<file path="src/sts_pkg.sv">
// ----------------------------------------------------------------------------
// sts_pkg
// Shared widths, the reciprocal table, the bus type and the factor rounding for the sine pipeline.
// ----------------------------------------------------------------------------
package sts_pkg;

	localparam int ANGLE_W  = 32;               // Q3.29 in, Q1.30 out
	localparam int SQ_W     = 2 * ANGLE_W;      // exact square, Q.58
	localparam int X2_W     = 45;               // x*x in Q.40, at most 2^44
	localparam int X2_SH    = 18;               // Q.58 -> Q.40
	localparam int T0_SH    = 11;               // Q.29 -> Q.40
	localparam int TERM_W   = 46;               // term magnitude, Q.40
	localparam int F_W      = 42;               // factor x*x/(k(k-1)), Q.40
	localparam int SUM_W    = 48;               // signed running sum, Q.40
	localparam int RECIP_W  = 30;
	localparam int RECIP_SH = 32;               // reciprocals are Q.32
	localparam int TERM_SH  = 40;
	localparam int OUT_SH   = 10;               // Q.40 -> Q.30

	// operand splits for the partial products
	localparam int TLO_W    = 23;
	localparam int FLO_W    = 21;
	localparam int X2LO_W   = 23;

	localparam int FP_LO_W  = X2LO_W + RECIP_W;
	localparam int FP_HI_W  = X2_W - X2LO_W + RECIP_W;
	localparam int FPF_W    = X2_W + RECIP_W + 1;

	// round(2^32 / (k(k-1))) for k = 3, 5, ..., 27
	localparam int RECIP_N = 13;
	localparam logic [RECIP_W-1:0] RECIP_TBL [RECIP_N] = '{
		30'd715827883,  // k = 3
		30'd214748365,  // k = 5
		30'd102261126,  // k = 7
		30'd59652324,   // k = 9
		30'd39045157,   // k = 11
		30'd27531842,   // k = 13
		30'd20452225,   // k = 15
		30'd15790321,   // k = 17
		30'd12558384,   // k = 19
		30'd10226113,   // k = 21
		30'd8488078,    // k = 23
		30'd7158279,    // k = 25
		30'd6118187     // k = 27
	};

	// what travels between series stages; sum excludes the term in mag
	typedef struct packed {
		logic [X2_W-1:0]   x2;
		logic [F_W-1:0]    f;
		logic [TERM_W-1:0] mag;
		logic              neg;
		logic [SUM_W-1:0]  sum;
	} term_bus_t;

	// join the two halves of x2*recip and round Q.72 -> Q.40
	function automatic logic [F_W-1:0] f_combine(input logic [FP_LO_W-1:0] lo,
	                                             input logic [FP_HI_W-1:0] hi);
		logic [FPF_W-1:0] full;
		full = FPF_W'(lo) + (FPF_W'(hi) << X2LO_W) + (FPF_W'(1) << (RECIP_SH - 1));
		return full[RECIP_SH +: F_W];
	endfunction

endpackage

</file>
<file path="src/sts_final.sv">
// ----------------------------------------------------------------------------
// sts_final
// Adds the last term, takes the magnitude, rounds to Q1.30 and saturates.
// ----------------------------------------------------------------------------
module sts_final (
	input  logic                        clk,
	input  logic                        arst_n,
	input  logic                        en,
	input  logic                        in_valid,
	input  sts_pkg::term_bus_t          in_bus,
	output logic                        out_valid,
	output logic [sts_pkg::ANGLE_W-1:0] out_value
);
	import sts_pkg::*;

	localparam int R_W = SUM_W - OUT_SH + 1;

	logic [1:0]         vld_q;
	logic [SUM_W-1:0]   sum_s1;
	logic [SUM_W-1:0]   mag_s2;
	logic               neg_s2;
	logic [SUM_W-1:0]   mag_ext;
	logic [SUM_W:0]     rnd;
	logic [R_W-1:0]     r;

	assign mag_ext = SUM_W'(in_bus.mag);

	always_ff @(posedge clk or negedge arst_n) begin
		if (!arst_n) begin
			vld_q <= '0;
		end else if (en) begin
			vld_q <= {vld_q[0], in_valid};
		end
	end

	always_ff @(posedge clk) begin
		if (en) begin
			sum_s1 <= in_bus.neg ? (in_bus.sum - mag_ext) : (in_bus.sum + mag_ext);
			neg_s2 <= sum_s1[SUM_W-1];
			mag_s2 <= sum_s1[SUM_W-1] ? (~sum_s1 + 1'b1) : sum_s1;
		end
	end

	// round magnitude half away from zero, then clamp
	always_comb begin
		rnd = (SUM_W+1)'(mag_s2) + ((SUM_W+1)'(1) << (OUT_SH - 1));
		r   = rnd[OUT_SH +: R_W];
		if (neg_s2) begin
			if (r > (R_W'(1) << (ANGLE_W - 1)))
				out_value = {1'b1, {(ANGLE_W-1){1'b0}}};
			else
				out_value = ~r[ANGLE_W-1:0] + 1'b1;
		end else begin
			if (r > ((R_W'(1) << (ANGLE_W - 1)) - 1'b1))
				out_value = {1'b0, {(ANGLE_W-1){1'b1}}};
			else
				out_value = r[ANGLE_W-1:0];
		end
	end

	assign out_valid = vld_q[1];

endmodule

</file>
<file path="config.mk">
export PLATFORM = sky130hd
export DESIGN_NAME = sts_final
export DESIGN_NICKNAME = d
export VERILOG_FILES = /design/src/sts_pkg.sv /design/src/sts_final.sv
export SDC_FILE = /design/constraint.sdc
export NUM_CORES = 1
export LEC_CHECK = 0
export ABC_AREA = 1
export BUFFER_PORTS_ARGS = -buffer_cell sky130_fd_sc_hd__buf_4
export CAP_MARGIN = 30
export CORE_MARGIN = 5
export CORE_UTILIZATION = 60
export DETAILED_ROUTE_END_ITERATION = 7
export PLACE_DENSITY_LB_ADDON = 0.25
export SLEW_MARGIN = 20
export SYNTH_ARGS = -nofsm -noshare
export SYNTH_HDL_FRONTEND = slang
export SYNTH_SLANG_ARGS = --single-unit
</file>
<file path="constraint.sdc">
create_clock -name clk -period 9.6 [get_ports clk]
set_clock_uncertainty 0.1 [all_clocks]
set_input_delay 1.92 -clock clk [delete_from_list [all_inputs] [get_ports clk]]
set_output_delay 1.92 -clock clk [all_outputs]
set_load 0.01 [all_outputs]
</file>
==> metrics.csv <==
metric,value,unit
status,"complete, no violations",
GRT Total Usage,30.03,%
CTS max path bufs,2,
total CTS buffers,9,
Die Area,0.02169,sq mm
"Seq/Total Area, Yosys",23.82,%
cts hold-fix bufs,0,
CTS tree,done,
Die X,147.3,um
setup bufs post-CTS,0,
Nets,2151,
Worst Tran Pin Value,0.9249,ns
worst-skew pair later-pin latency,0.34,ns
Setup TNS Final,0,ns
pwr dens,144.0,mW/mm^2
startpoint types,input pin,
Synthesis Warnings,0,
Peak VDD IR,0.09405,mV
starting density of the core,60.64,%
DR vias,12030,
final hold violations,0,
slew margin rel.,38.27,%
"Distinct cells, synth",45,
design area,0.01282,sq mm
ant diodes,0,
leakage power,5.877,nW
"Data arrival, critical path",6.23,ns
DPL Wire Length,27.92,mm
Hold Crit Class,reg -> reg,
worst hold start,vld_q[0]$_DFFE_PN0P_,
ANT nets after route,0,
pins over their slew limit,0,
"Async S/R FF share, synth",2.222,%
Crit. End Element,flip-flop,
"Slowest-stage cell, CP",nor4_1,
Fill cells,1686,
CP max FO,5,
Pre-antenna DRT Iters,5,
number of synthesized flops with an enable pin,88,
Netlist Area Pre-Place,0.01131,sq mm
Root Driver,clkbuf_16,
crit-path max cell delay,0.55,ns
"Reg clk slew, reported paths",0.06,ns
f_max,160.1,MHz
vias in the first global route,11610,
setup violators final,0,
reported max-cap violation count,0,
core area,0.01864,sq mm
Inst Count DP,2133,
R2R depth,11,
final hold slack,0.4275,ns
final worst setup slack,3.353,ns
Crit path top cell by count,nand2_1,
Synth Register Bits,90,
die height,147.3,um
worst hold path depth,2,
Synth Instances,1787,
Resized cells post-CTS,0,
WL/cell,15.50,um
Hold Path End,vld_q[1]$_DFFE_PN0P_,
I/O Pins,219,
final instance count without filler cells,2151,
Area Growth Syn to Fin,13.40,%
Rows,50,
synthesized area per cell,6.327,sq um
largest net degree at the start of global routing,93,
pre-CTS WS,3.077,ns
H-tree depth,3,
Worst R2R End,mag_s2[43]$_DFFE_PP_,
final wirelength,33.34,mm
placer congestion estimate,0.9861,
Critical Setup Path Class,in -> reg,
Residual DRC,0,
RSZ-0062 raised after global routing,false,
first-pass GRT wire length,53.35,mm
fraction of layout cells with a size suffix above 1,10.43,%
Overflow after GRT,0,
IO Port Bufs,131,
# clock sinks,90,
post-placement cell area,0.01249,sq mm
Syn Nets,2026,
RR Startpoint,sum_s1[0]$_DFFE_PP_,
vias per cell,5.590,
Main synth FF type,edfxtp_1,
"Period Utilization, post-route",65.07,%
antenna violations before repair,0,
Tmin final,6.247,ns
crit-path cells,buf_4 > nor3_1 > nand2_1 > nor3_1 > nand2_1 > nor2_1 > nand2_1 > nor2_1 > nand2_1 > o21ai_0 > nand3_1 > nand2_1 > inv_1 > ha_1 > nand2_1 > nor2_1 > inv_1 > nor4_1 > nand4_1 > nand3_1 > a21oi_1 > xor2_1,
DRT iter0 DRCs,655,
Worst EP required,9.58,ns
R2R setup slack,6.76,ns
## where the power goes
group,internal [mW],switching (mW)
Combinational,0.308,0.555
Clock,0.201,0.137
Sequential,0.559,0.0860
## cell usage in the layout (no fill, tap or decap), types with 28 or more instances in the layout
cell type	n
nor2_1	269
inv_1	234
nand4_1	32
nor3_1	31
buf_4	133
edfxtp_1	88
nor4_1	28
o21ai_0	74
xnor2_1	39
xor2_1	99
nand3_1	136
nand2_1	481
ha_1	52
a21oi_1	62
## per-layer routing
metal  routed length [um]  global-route usage [%]  vias up
met5                    0                       0        -
met3                 1676                   3.023      133
met4                 2269                   19.06        0
li1                     -                       -     6123
met2                16470                   55.25      499
met1                12920                   32.91     5270
## state kept, by name (all words and copies together), names as in the netlist
register and count:
mag_s2 39, neg_s2 1, sum_s1 48, vld_q 2
## cells by family (layout without fill, tap and decap cells)
logic type | Yosys count | in the layout | synth area share [%]
xor+xnor | 138 | 138 | 10.69
buf+inv | 261 | 391 | 8.953
compound gates | 195 | 195 | 9.695
flops | 90 | 90 | 23.82
simple gates | 1050 | 1050 | 40.91
fa+ha+maj | 53 | 53 | 5.932
## synth_stat cells, types with 2 or more instances
library cell,count,area share [%]
nor3_1,31,1.4
nor4_1,28,1.5
edfxtp_1,88,23
and3_1,4,0.22
buf_2,8,0.35
a21o_1,11,0.73
o21a_1,3,0.20
clkbuf_1,9,0.30
xor2_1,99,7.7
nor2_4,8,0.80
nor2_8,2,0.35
xnor2_1,39,3.0
o31ai_1,5,0.33
nand3_1,136,6.0
nand3_2,6,0.53
o211ai_1,3,0.20
ha_1,52,5.8
a21boi_0,5,0.33
nor2_1,269,8.9
nand3b_1,20,1.3
o21bai_1,5,0.33
nand2_1,481,16
nor2_2,9,0.50
clkinv_1,4,0.13
and2_1,2,0.11
o21ai_0,74,3.3
nand4_1,32,1.8
buf_1,2,0.066
o21ai_1,3,0.13
nand2_4,3,0.30
dfrtp_1,2,0.44
nand2_2,16,0.89
buf_6,3,0.30
inv_1,234,7.8
a21oi_1,62,2.7
a31oi_1,20,1.1
## critical path: cells and delay by family
kind,cells,cell delay (ns)
AO/OA/AOI/OAI,2,0.54
XOR/XNOR,1,0.16
adder cells (fa/ha/maj),1,0.37
buffers and inverters,3,0.26
AND/OR/NAND/NOR,15,2.95
## cell type report
type | instances | area (sq um) | share of cell area, %
multi-input cells | 1436 | 7601 | 59.29
flip-flops and latches | 90 | 2693 | 21.00
repair buffers | 136 | 1042 | 8.129
inverters | 239 | 897.1 | 6.997
well taps | 234 | 292.8 | 2.284
clock buffers | 9 | 225.2 | 1.757
clock inverters | 7 | 70.07 | 0.5465
## metrics by stage
stage	utilization [%]	power (mW)
2_1_floorplan	-	1.231
3_3_place_gp	66.95	1.469
3_5_place_dp	67.01	1.494
4_1_cts	68.60	1.834
5_1_grt	68.77	1.974
6_report	68.77	1.846
## worst max-delay path by stage
stage | startpoint | to | slack (ns)
after detailed placement | in_bus[51] | sum_s1[44]$_DFFE_PP_ | 3.08
after global routing | in_bus[50] | sum_s1[42]$_DFFE_PP_ | 2.91
after global placement | in_bus[50] | sum_s1[44]$_DFFE_PP_ | 3.10
after CTS | in_bus[51] | sum_s1[44]$_DFFE_PP_ | 3.42
after floorplan | in_bus[50] | sum_s1[42]$_DFFE_PP_ | 4.29
final | in_bus[51] | sum_s1[44]$_DFFE_PP_ | 3.35
Note: power is estimated with default switching activity, not from simulation.
