**src/sts_pkg.sv**
```systemverilog
// ----------------------------------------------------------------------------
// sts_pkg
// Shared widths, the reciprocal table, the bus type and the factor rounding for the sine pipeline.
// ----------------------------------------------------------------------------
package sts_pkg;

	localparam int ANGLE_W  = 32;               // Q3.29 in, Q1.30 out
	localparam int SQ_W     = 2 * ANGLE_W;      // exact square, Q.58
	localparam int X2_W     = 45;               // x*x in Q.40, at most 2^44
	localparam int X2_SH    = 18;               // Q.58 -> Q.40
	localparam int T0_SH    = 11;               // Q.29 -> Q.40
	localparam int TERM_W   = 46;               // term magnitude, Q.40
	localparam int F_W      = 42;               // factor x*x/(k(k-1)), Q.40
	localparam int SUM_W    = 48;               // signed running sum, Q.40
	localparam int RECIP_W  = 30;
	localparam int RECIP_SH = 32;               // reciprocals are Q.32
	localparam int TERM_SH  = 40;
	localparam int OUT_SH   = 10;               // Q.40 -> Q.30

	// operand splits for the partial products
	localparam int TLO_W    = 23;
	localparam int FLO_W    = 21;
	localparam int X2LO_W   = 23;

	localparam int FP_LO_W  = X2LO_W + RECIP_W;
	localparam int FP_HI_W  = X2_W - X2LO_W + RECIP_W;
	localparam int FPF_W    = X2_W + RECIP_W + 1;

	// round(2^32 / (k(k-1))) for k = 3, 5, ..., 27
	localparam int RECIP_N = 13;
	localparam logic [RECIP_W-1:0] RECIP_TBL [RECIP_N] = '{
		30'd715827883,  // k = 3
		30'd214748365,  // k = 5
		30'd102261126,  // k = 7
		30'd59652324,   // k = 9
		30'd39045157,   // k = 11
		30'd27531842,   // k = 13
		30'd20452225,   // k = 15
		30'd15790321,   // k = 17
		30'd12558384,   // k = 19
		30'd10226113,   // k = 21
		30'd8488078,    // k = 23
		30'd7158279,    // k = 25
		30'd6118187     // k = 27
	};

	// what travels between series stages; sum excludes the term in mag
	typedef struct packed {
		logic [X2_W-1:0]   x2;
		logic [F_W-1:0]    f;
		logic [TERM_W-1:0] mag;
		logic              neg;
		logic [SUM_W-1:0]  sum;
	} term_bus_t;

	// join the two halves of x2*recip and round Q.72 -> Q.40
	function automatic logic [F_W-1:0] f_combine(input logic [FP_LO_W-1:0] lo,
	                                             input logic [FP_HI_W-1:0] hi);
		logic [FPF_W-1:0] full;
		full = FPF_W'(lo) + (FPF_W'(hi) << X2LO_W) + (FPF_W'(1) << (RECIP_SH - 1));
		return full[RECIP_SH +: F_W];
	endfunction

endpackage

```
**src/sts_front.sv**
```systemverilog
// ----------------------------------------------------------------------------
// sts_front
// Five stages: magnitude and sign, square, round to Q.40, factor for k = 3.
// ----------------------------------------------------------------------------
module sts_front (
	input  logic                                clk,
	input  logic                                arst_n,
	input  logic                                en,
	input  logic                                in_valid,
	input  logic signed [sts_pkg::ANGLE_W-1:0]  angle,
	output logic                                out_valid,
	output sts_pkg::term_bus_t                  out_bus
);
	import sts_pkg::*;

	logic [4:0]            vld_q;
	logic [ANGLE_W-1:0]    mag_s1, mag_s2, mag_s3, mag_s4, mag_s5;
	logic                  neg_s1, neg_s2, neg_s3, neg_s4, neg_s5;
	logic [SQ_W-1:0]       sq_s2;
	logic [SQ_W-1:0]       sq_rnd;
	logic [X2_W-1:0]       x2_s3, x2_s4, x2_s5;
	logic [FP_LO_W-1:0]    fp_lo_s4;
	logic [FP_HI_W-1:0]    fp_hi_s4;
	logic [F_W-1:0]        f_s5;
	logic [ANGLE_W-1:0]    angle_u;

	assign angle_u = angle;
	assign sq_rnd  = sq_s2 + (SQ_W'(1) << (X2_SH - 1));

	always_ff @(posedge clk or negedge arst_n) begin
		if (!arst_n) begin
			vld_q <= '0;
		end else if (en) begin
			vld_q <= {vld_q[3:0], in_valid};
		end
	end

	always_ff @(posedge clk) begin
		if (en) begin
			mag_s1   <= angle_u[ANGLE_W-1] ? (~angle_u + 1'b1) : angle_u;
			neg_s1   <= angle_u[ANGLE_W-1];

			sq_s2    <= SQ_W'(mag_s1) * SQ_W'(mag_s1);
			mag_s2   <= mag_s1;
			neg_s2   <= neg_s1;

			x2_s3    <= sq_rnd[X2_SH +: X2_W];
			mag_s3   <= mag_s2;
			neg_s3   <= neg_s2;

			fp_lo_s4 <= FP_LO_W'(x2_s3[X2LO_W-1:0]) * FP_LO_W'(RECIP_TBL[0]);
			fp_hi_s4 <= FP_HI_W'(x2_s3[X2_W-1:X2LO_W]) * FP_HI_W'(RECIP_TBL[0]);
			x2_s4    <= x2_s3;
			mag_s4   <= mag_s3;
			neg_s4   <= neg_s3;

			f_s5     <= f_combine(fp_lo_s4, fp_hi_s4);
			x2_s5    <= x2_s4;
			mag_s5   <= mag_s4;
			neg_s5   <= neg_s4;
		end
	end

	assign out_valid   = vld_q[4];
	assign out_bus.x2  = x2_s5;
	assign out_bus.f   = f_s5;
	assign out_bus.mag = TERM_W'(mag_s5) << T0_SH;
	assign out_bus.neg = neg_s5;
	assign out_bus.sum = '0;

endmodule

```
**config.mk**
```make
export PLATFORM = sky130hd
export DESIGN_NAME = sts_front
export DESIGN_NICKNAME = d
export VERILOG_FILES = /design/src/sts_pkg.sv /design/src/sts_front.sv
export SDC_FILE = /design/constraint.sdc
export NUM_CORES = 2
export LEC_CHECK = 0
export ABC_AREA = 1
export BUFFER_PORTS_ARGS = -buffer_cell sky130_fd_sc_hd__buf_2
export CAP_MARGIN = 30
export CORE_MARGIN = 4
export CORE_UTILIZATION = 60
export DETAILED_ROUTE_END_ITERATION = 6
export HOLD_SLACK_MARGIN = 0.1
export PLACE_DENSITY = 0.76
export SLEW_MARGIN = 30
export SYNTH_ARGS = -nofsm -noshare
export SYNTH_HDL_FRONTEND = slang
export SYNTH_SLANG_ARGS = --single-unit
export TNS_END_PERCENT = 30
```
**constraint.sdc**
```tcl
create_clock -name clk -period 20.5 [get_ports clk]
set_clock_uncertainty 0.15 [all_clocks]
set_input_delay 4.1 -clock clk [delete_from_list [all_inputs] [get_ports clk]]
set_output_delay 4.1 -clock clk [all_outputs]
set_load 0.01 [all_outputs]
```
==> results by group <==
Outcome
  • Status: finished, violations left
  • Failing checks: design-rule violations

Finish
  • Antenna cells: 0
  • Area grow syn2layout: 6.06%
  • Fill cell count: 9576
  • Most common cell after layout, fill and taps aside: inv_1
  • Final non-filler cell total: 9772
  • Layout cell share with drive strength beyond 1: 4.07%
  • Most frequent cells in the layout: inv_1 (2280), nand2_1 (1900), fa_1 (1088)
  • Nets: 10100

Clocking
  • Clock-pin slew of the registers on the worst-case setup and hold paths: 0.07 ns
  • Worst-skew pair later-pin latency: 0.67 ns
  • Clock tree buffer depth: 3
  • Cts bufs inserted: 55
  • Hold buffers post-CTS: 0
  • Resize count post-CTS: 0
  • # clock sinks: 473
  • H-tree Lvls: 2
  • Post CTS Setup Buffer Count: 0
  • Root Buffer: clkbuf_16
  • CTS tree: built

Worst setup path
  • Crit path largest cell delay: 0.85 ns
  • Slowest-stage cell, CP: edfxtp_1
  • Startpoint types: flop
  • Worst EP required: 20.75 ns
  • CP Max Fanout: 18
  • CP Capture Type: flop
  • Critical path type: flop to flop
  • CP arrival: 7.98 ns

Synthesis
  • Synth top area share: 31.3%
  • Largest area contributor in the netlist: fa_1
  • Yosys Warn Count: 0
  • Asr flop ratio synth: 1.06%
  • Largest cells by area after synthesis: fa_1 (31%), edfxtp_1 (20%), ha_1 (13%), inv_1 (12%), nand2_1 (10%)
  • Post-Syn Instances: 8072
  • Syn avg cell area: 8.61 um^2
  • Sequential share of the synthesized area: 20.4%
  • Number of synthesized register bits: 473
  • Main flop type after synthesis: edfxtp_1
  • Post-synth EDFFs: 468
  • Synth Cell Area: 0.0695 mm^2
  • Count of cell types in the netlist: 48

STA
  • Final Cycle Share: 37.7%
  • Final worst-path setup slack: 12.77 ns
  • # setup viols final: 0
  • Min Tclk post-route: 7.73 ns
  • Pins Over Slew Limit: 0
  • Hold Violations, Final: 0
  • Max-slew headroom: 37.6%
  • Fmax: 0.129 GHz
  • Slew @ Worst Pin: 0.936 ns
  • Unrepaired setup endpoints after global routing: no
  • Setup TNS Final: 0 ns

Drt
  • First-pass DRT Iterations: 7
  • Vias per inst: 5.27
  • Antenna Nets Post-Route: 0
  • Vias post-DR: 51500
  • Wire per inst: 18.5 um
  • 1st-iter DRT viols: 3480
  • Final Routed Wirelength: 180 mm
  • Drc violations: 16

Global route
  • GRT Residual Overflow: 0
  • Most used routing layer: met2
  • Number of global-route vias before repair: 55400
  • Largest net degree at the start of global routing: 83
  • GRT Util Overall: 30.7%
  • First-pass GRT wire length: 291 mm
  • Met2 GRT Util: 53.9%
  • Grt met1 use: 38.5%
  • Initial antenna violation count: 1
  • Global-route met3 utilization: 3.65%

Hold path
  • Worst hold path class: flop to flop

Placement
  • Setup Slack @ Placement: 12.87 ns
  • GPL Wtd Cong: 0.983
  • Port Buffers: 156
  • Dpl hpwl: 152 mm
  • DP Cell Count: 9668

Floorplan
  • Row Count: 124
  • Die width: 348 um
  • I/O pins: 219
  • Initial core utilization: 60.6%
  • Die ar.: 0.121 mm^2
  • Core ar.: 0.115 mm^2
  • DIE HEIGHT: 348 um

Job
  • Maxcap violations: 0
-- kinds of logic after synthesis --
group / share of synthesized area [%]
DFF: 20.4
other: 0.00540
AOI/OAI and AO/OA: 3.20
buffers and inverters: 13.6
adders and majority gates: 44.4
xor gates and xnor gates: 2.47
and+or+nand+nor: 15.9
muxes: 0.0324
-- stage by stage --
stage,area [um^2],hold slack (ns),utilization (%)
floorplan,69700,0.250,-
global placement,71800,0.251,62.6
detailed placement,71800,0.255,62.6
CTS,73700,0.260,64.3
global route,73700,0.265,64.3
finish,73700,0.257,64.3
-- critical path, delay by kind of cell (launching register included) --
| kind | cells | cell delay (ns) |
|---|---|---|
| compound gates | 1 | 0.32 |
| simple gates | 9 | 0.86 |
| buf+inv | 9 | 0.88 |
| fa+ha+maj | 9 | 4.41 |
| flops | 1 | 0.85 |
-- synth_stat cells, types with 62 or more instances --
library cell,n
xor2_1,145
inv_1,2280
nor2_1,397
edfxtp_1,468
o21ai_0,139
buf_4,64
clkbuf_1,96
nand4_1,75
nand3_1,206
ha_1,726
nor3_1,62
nand2_1,1900
fa_1,1088
a21oi_1,215
-- final timing paths --
check	startpoint	to	slack [ns]	depth (start not counted)
setup / recovery	mag_s1[10]$_DFFE_PP_	sq_s2[56]$_DFFE_PP_	12.77	28
setup reg to reg	mag_s1[10]$_DFFE_PP_	sq_s2[56]$_DFFE_PP_	12.77	28
max in group asynchronous	arst_n	vld_q[1]$_DFFE_PN0P_	16.97	1
min in group asynchronous	arst_n	vld_q[0]$_DFFE_PN0P_	3.11	1
hold / removal	x2_s4[8]$_DFFE_PP_	x2_s5[8]$_DFFE_PP_	0.26	0
hold reg to reg	x2_s4[8]$_DFFE_PP_	x2_s5[8]$_DFFE_PP_	0.26	0
-- state kept, by name (all words and copies together), names as in the netlist --
register	count
f_s5	42
sq_s2	46
vld_q	5
fp_lo_s4	30
neg_s1	1
mag_s4	32
mag_s3	32
neg_s5	1
x2_s5	45
neg_s3	1
neg_s4	1
mag_s1	32
x2_s4	45
fp_hi_s4	50
neg_s2	1
x2_s3	45
mag_s5	32
mag_s2	32
-- area by class of cell --
| type | instances | area [um^2] | share of cell area, % |
|---|---|---|---|
| clock buffer | 58 | 1390 | 1.88 |
| clock inverter | 46 | 500 | 0.679 |
| inverter | 2283 | 8570 | 11.6 |
| multi-input combinational | 5206 | 46100 | 62.5 |
| sequential | 473 | 14200 | 19.2 |
| tap | 1512 | 1890 | 2.57 |
| timing repair buffer | 194 | 1080 | 1.47 |
-- per-layer routing --
metal  wire, um  vias up
met5          0        -
met3       9930      457
met2      89200     1647
met4       8920        0
li1           -    24300
met1      72400    25100
Power is left out: the tool's default activity adds up to more than one toggle a clock period on the data nets, which glitch-free logic cannot reach.
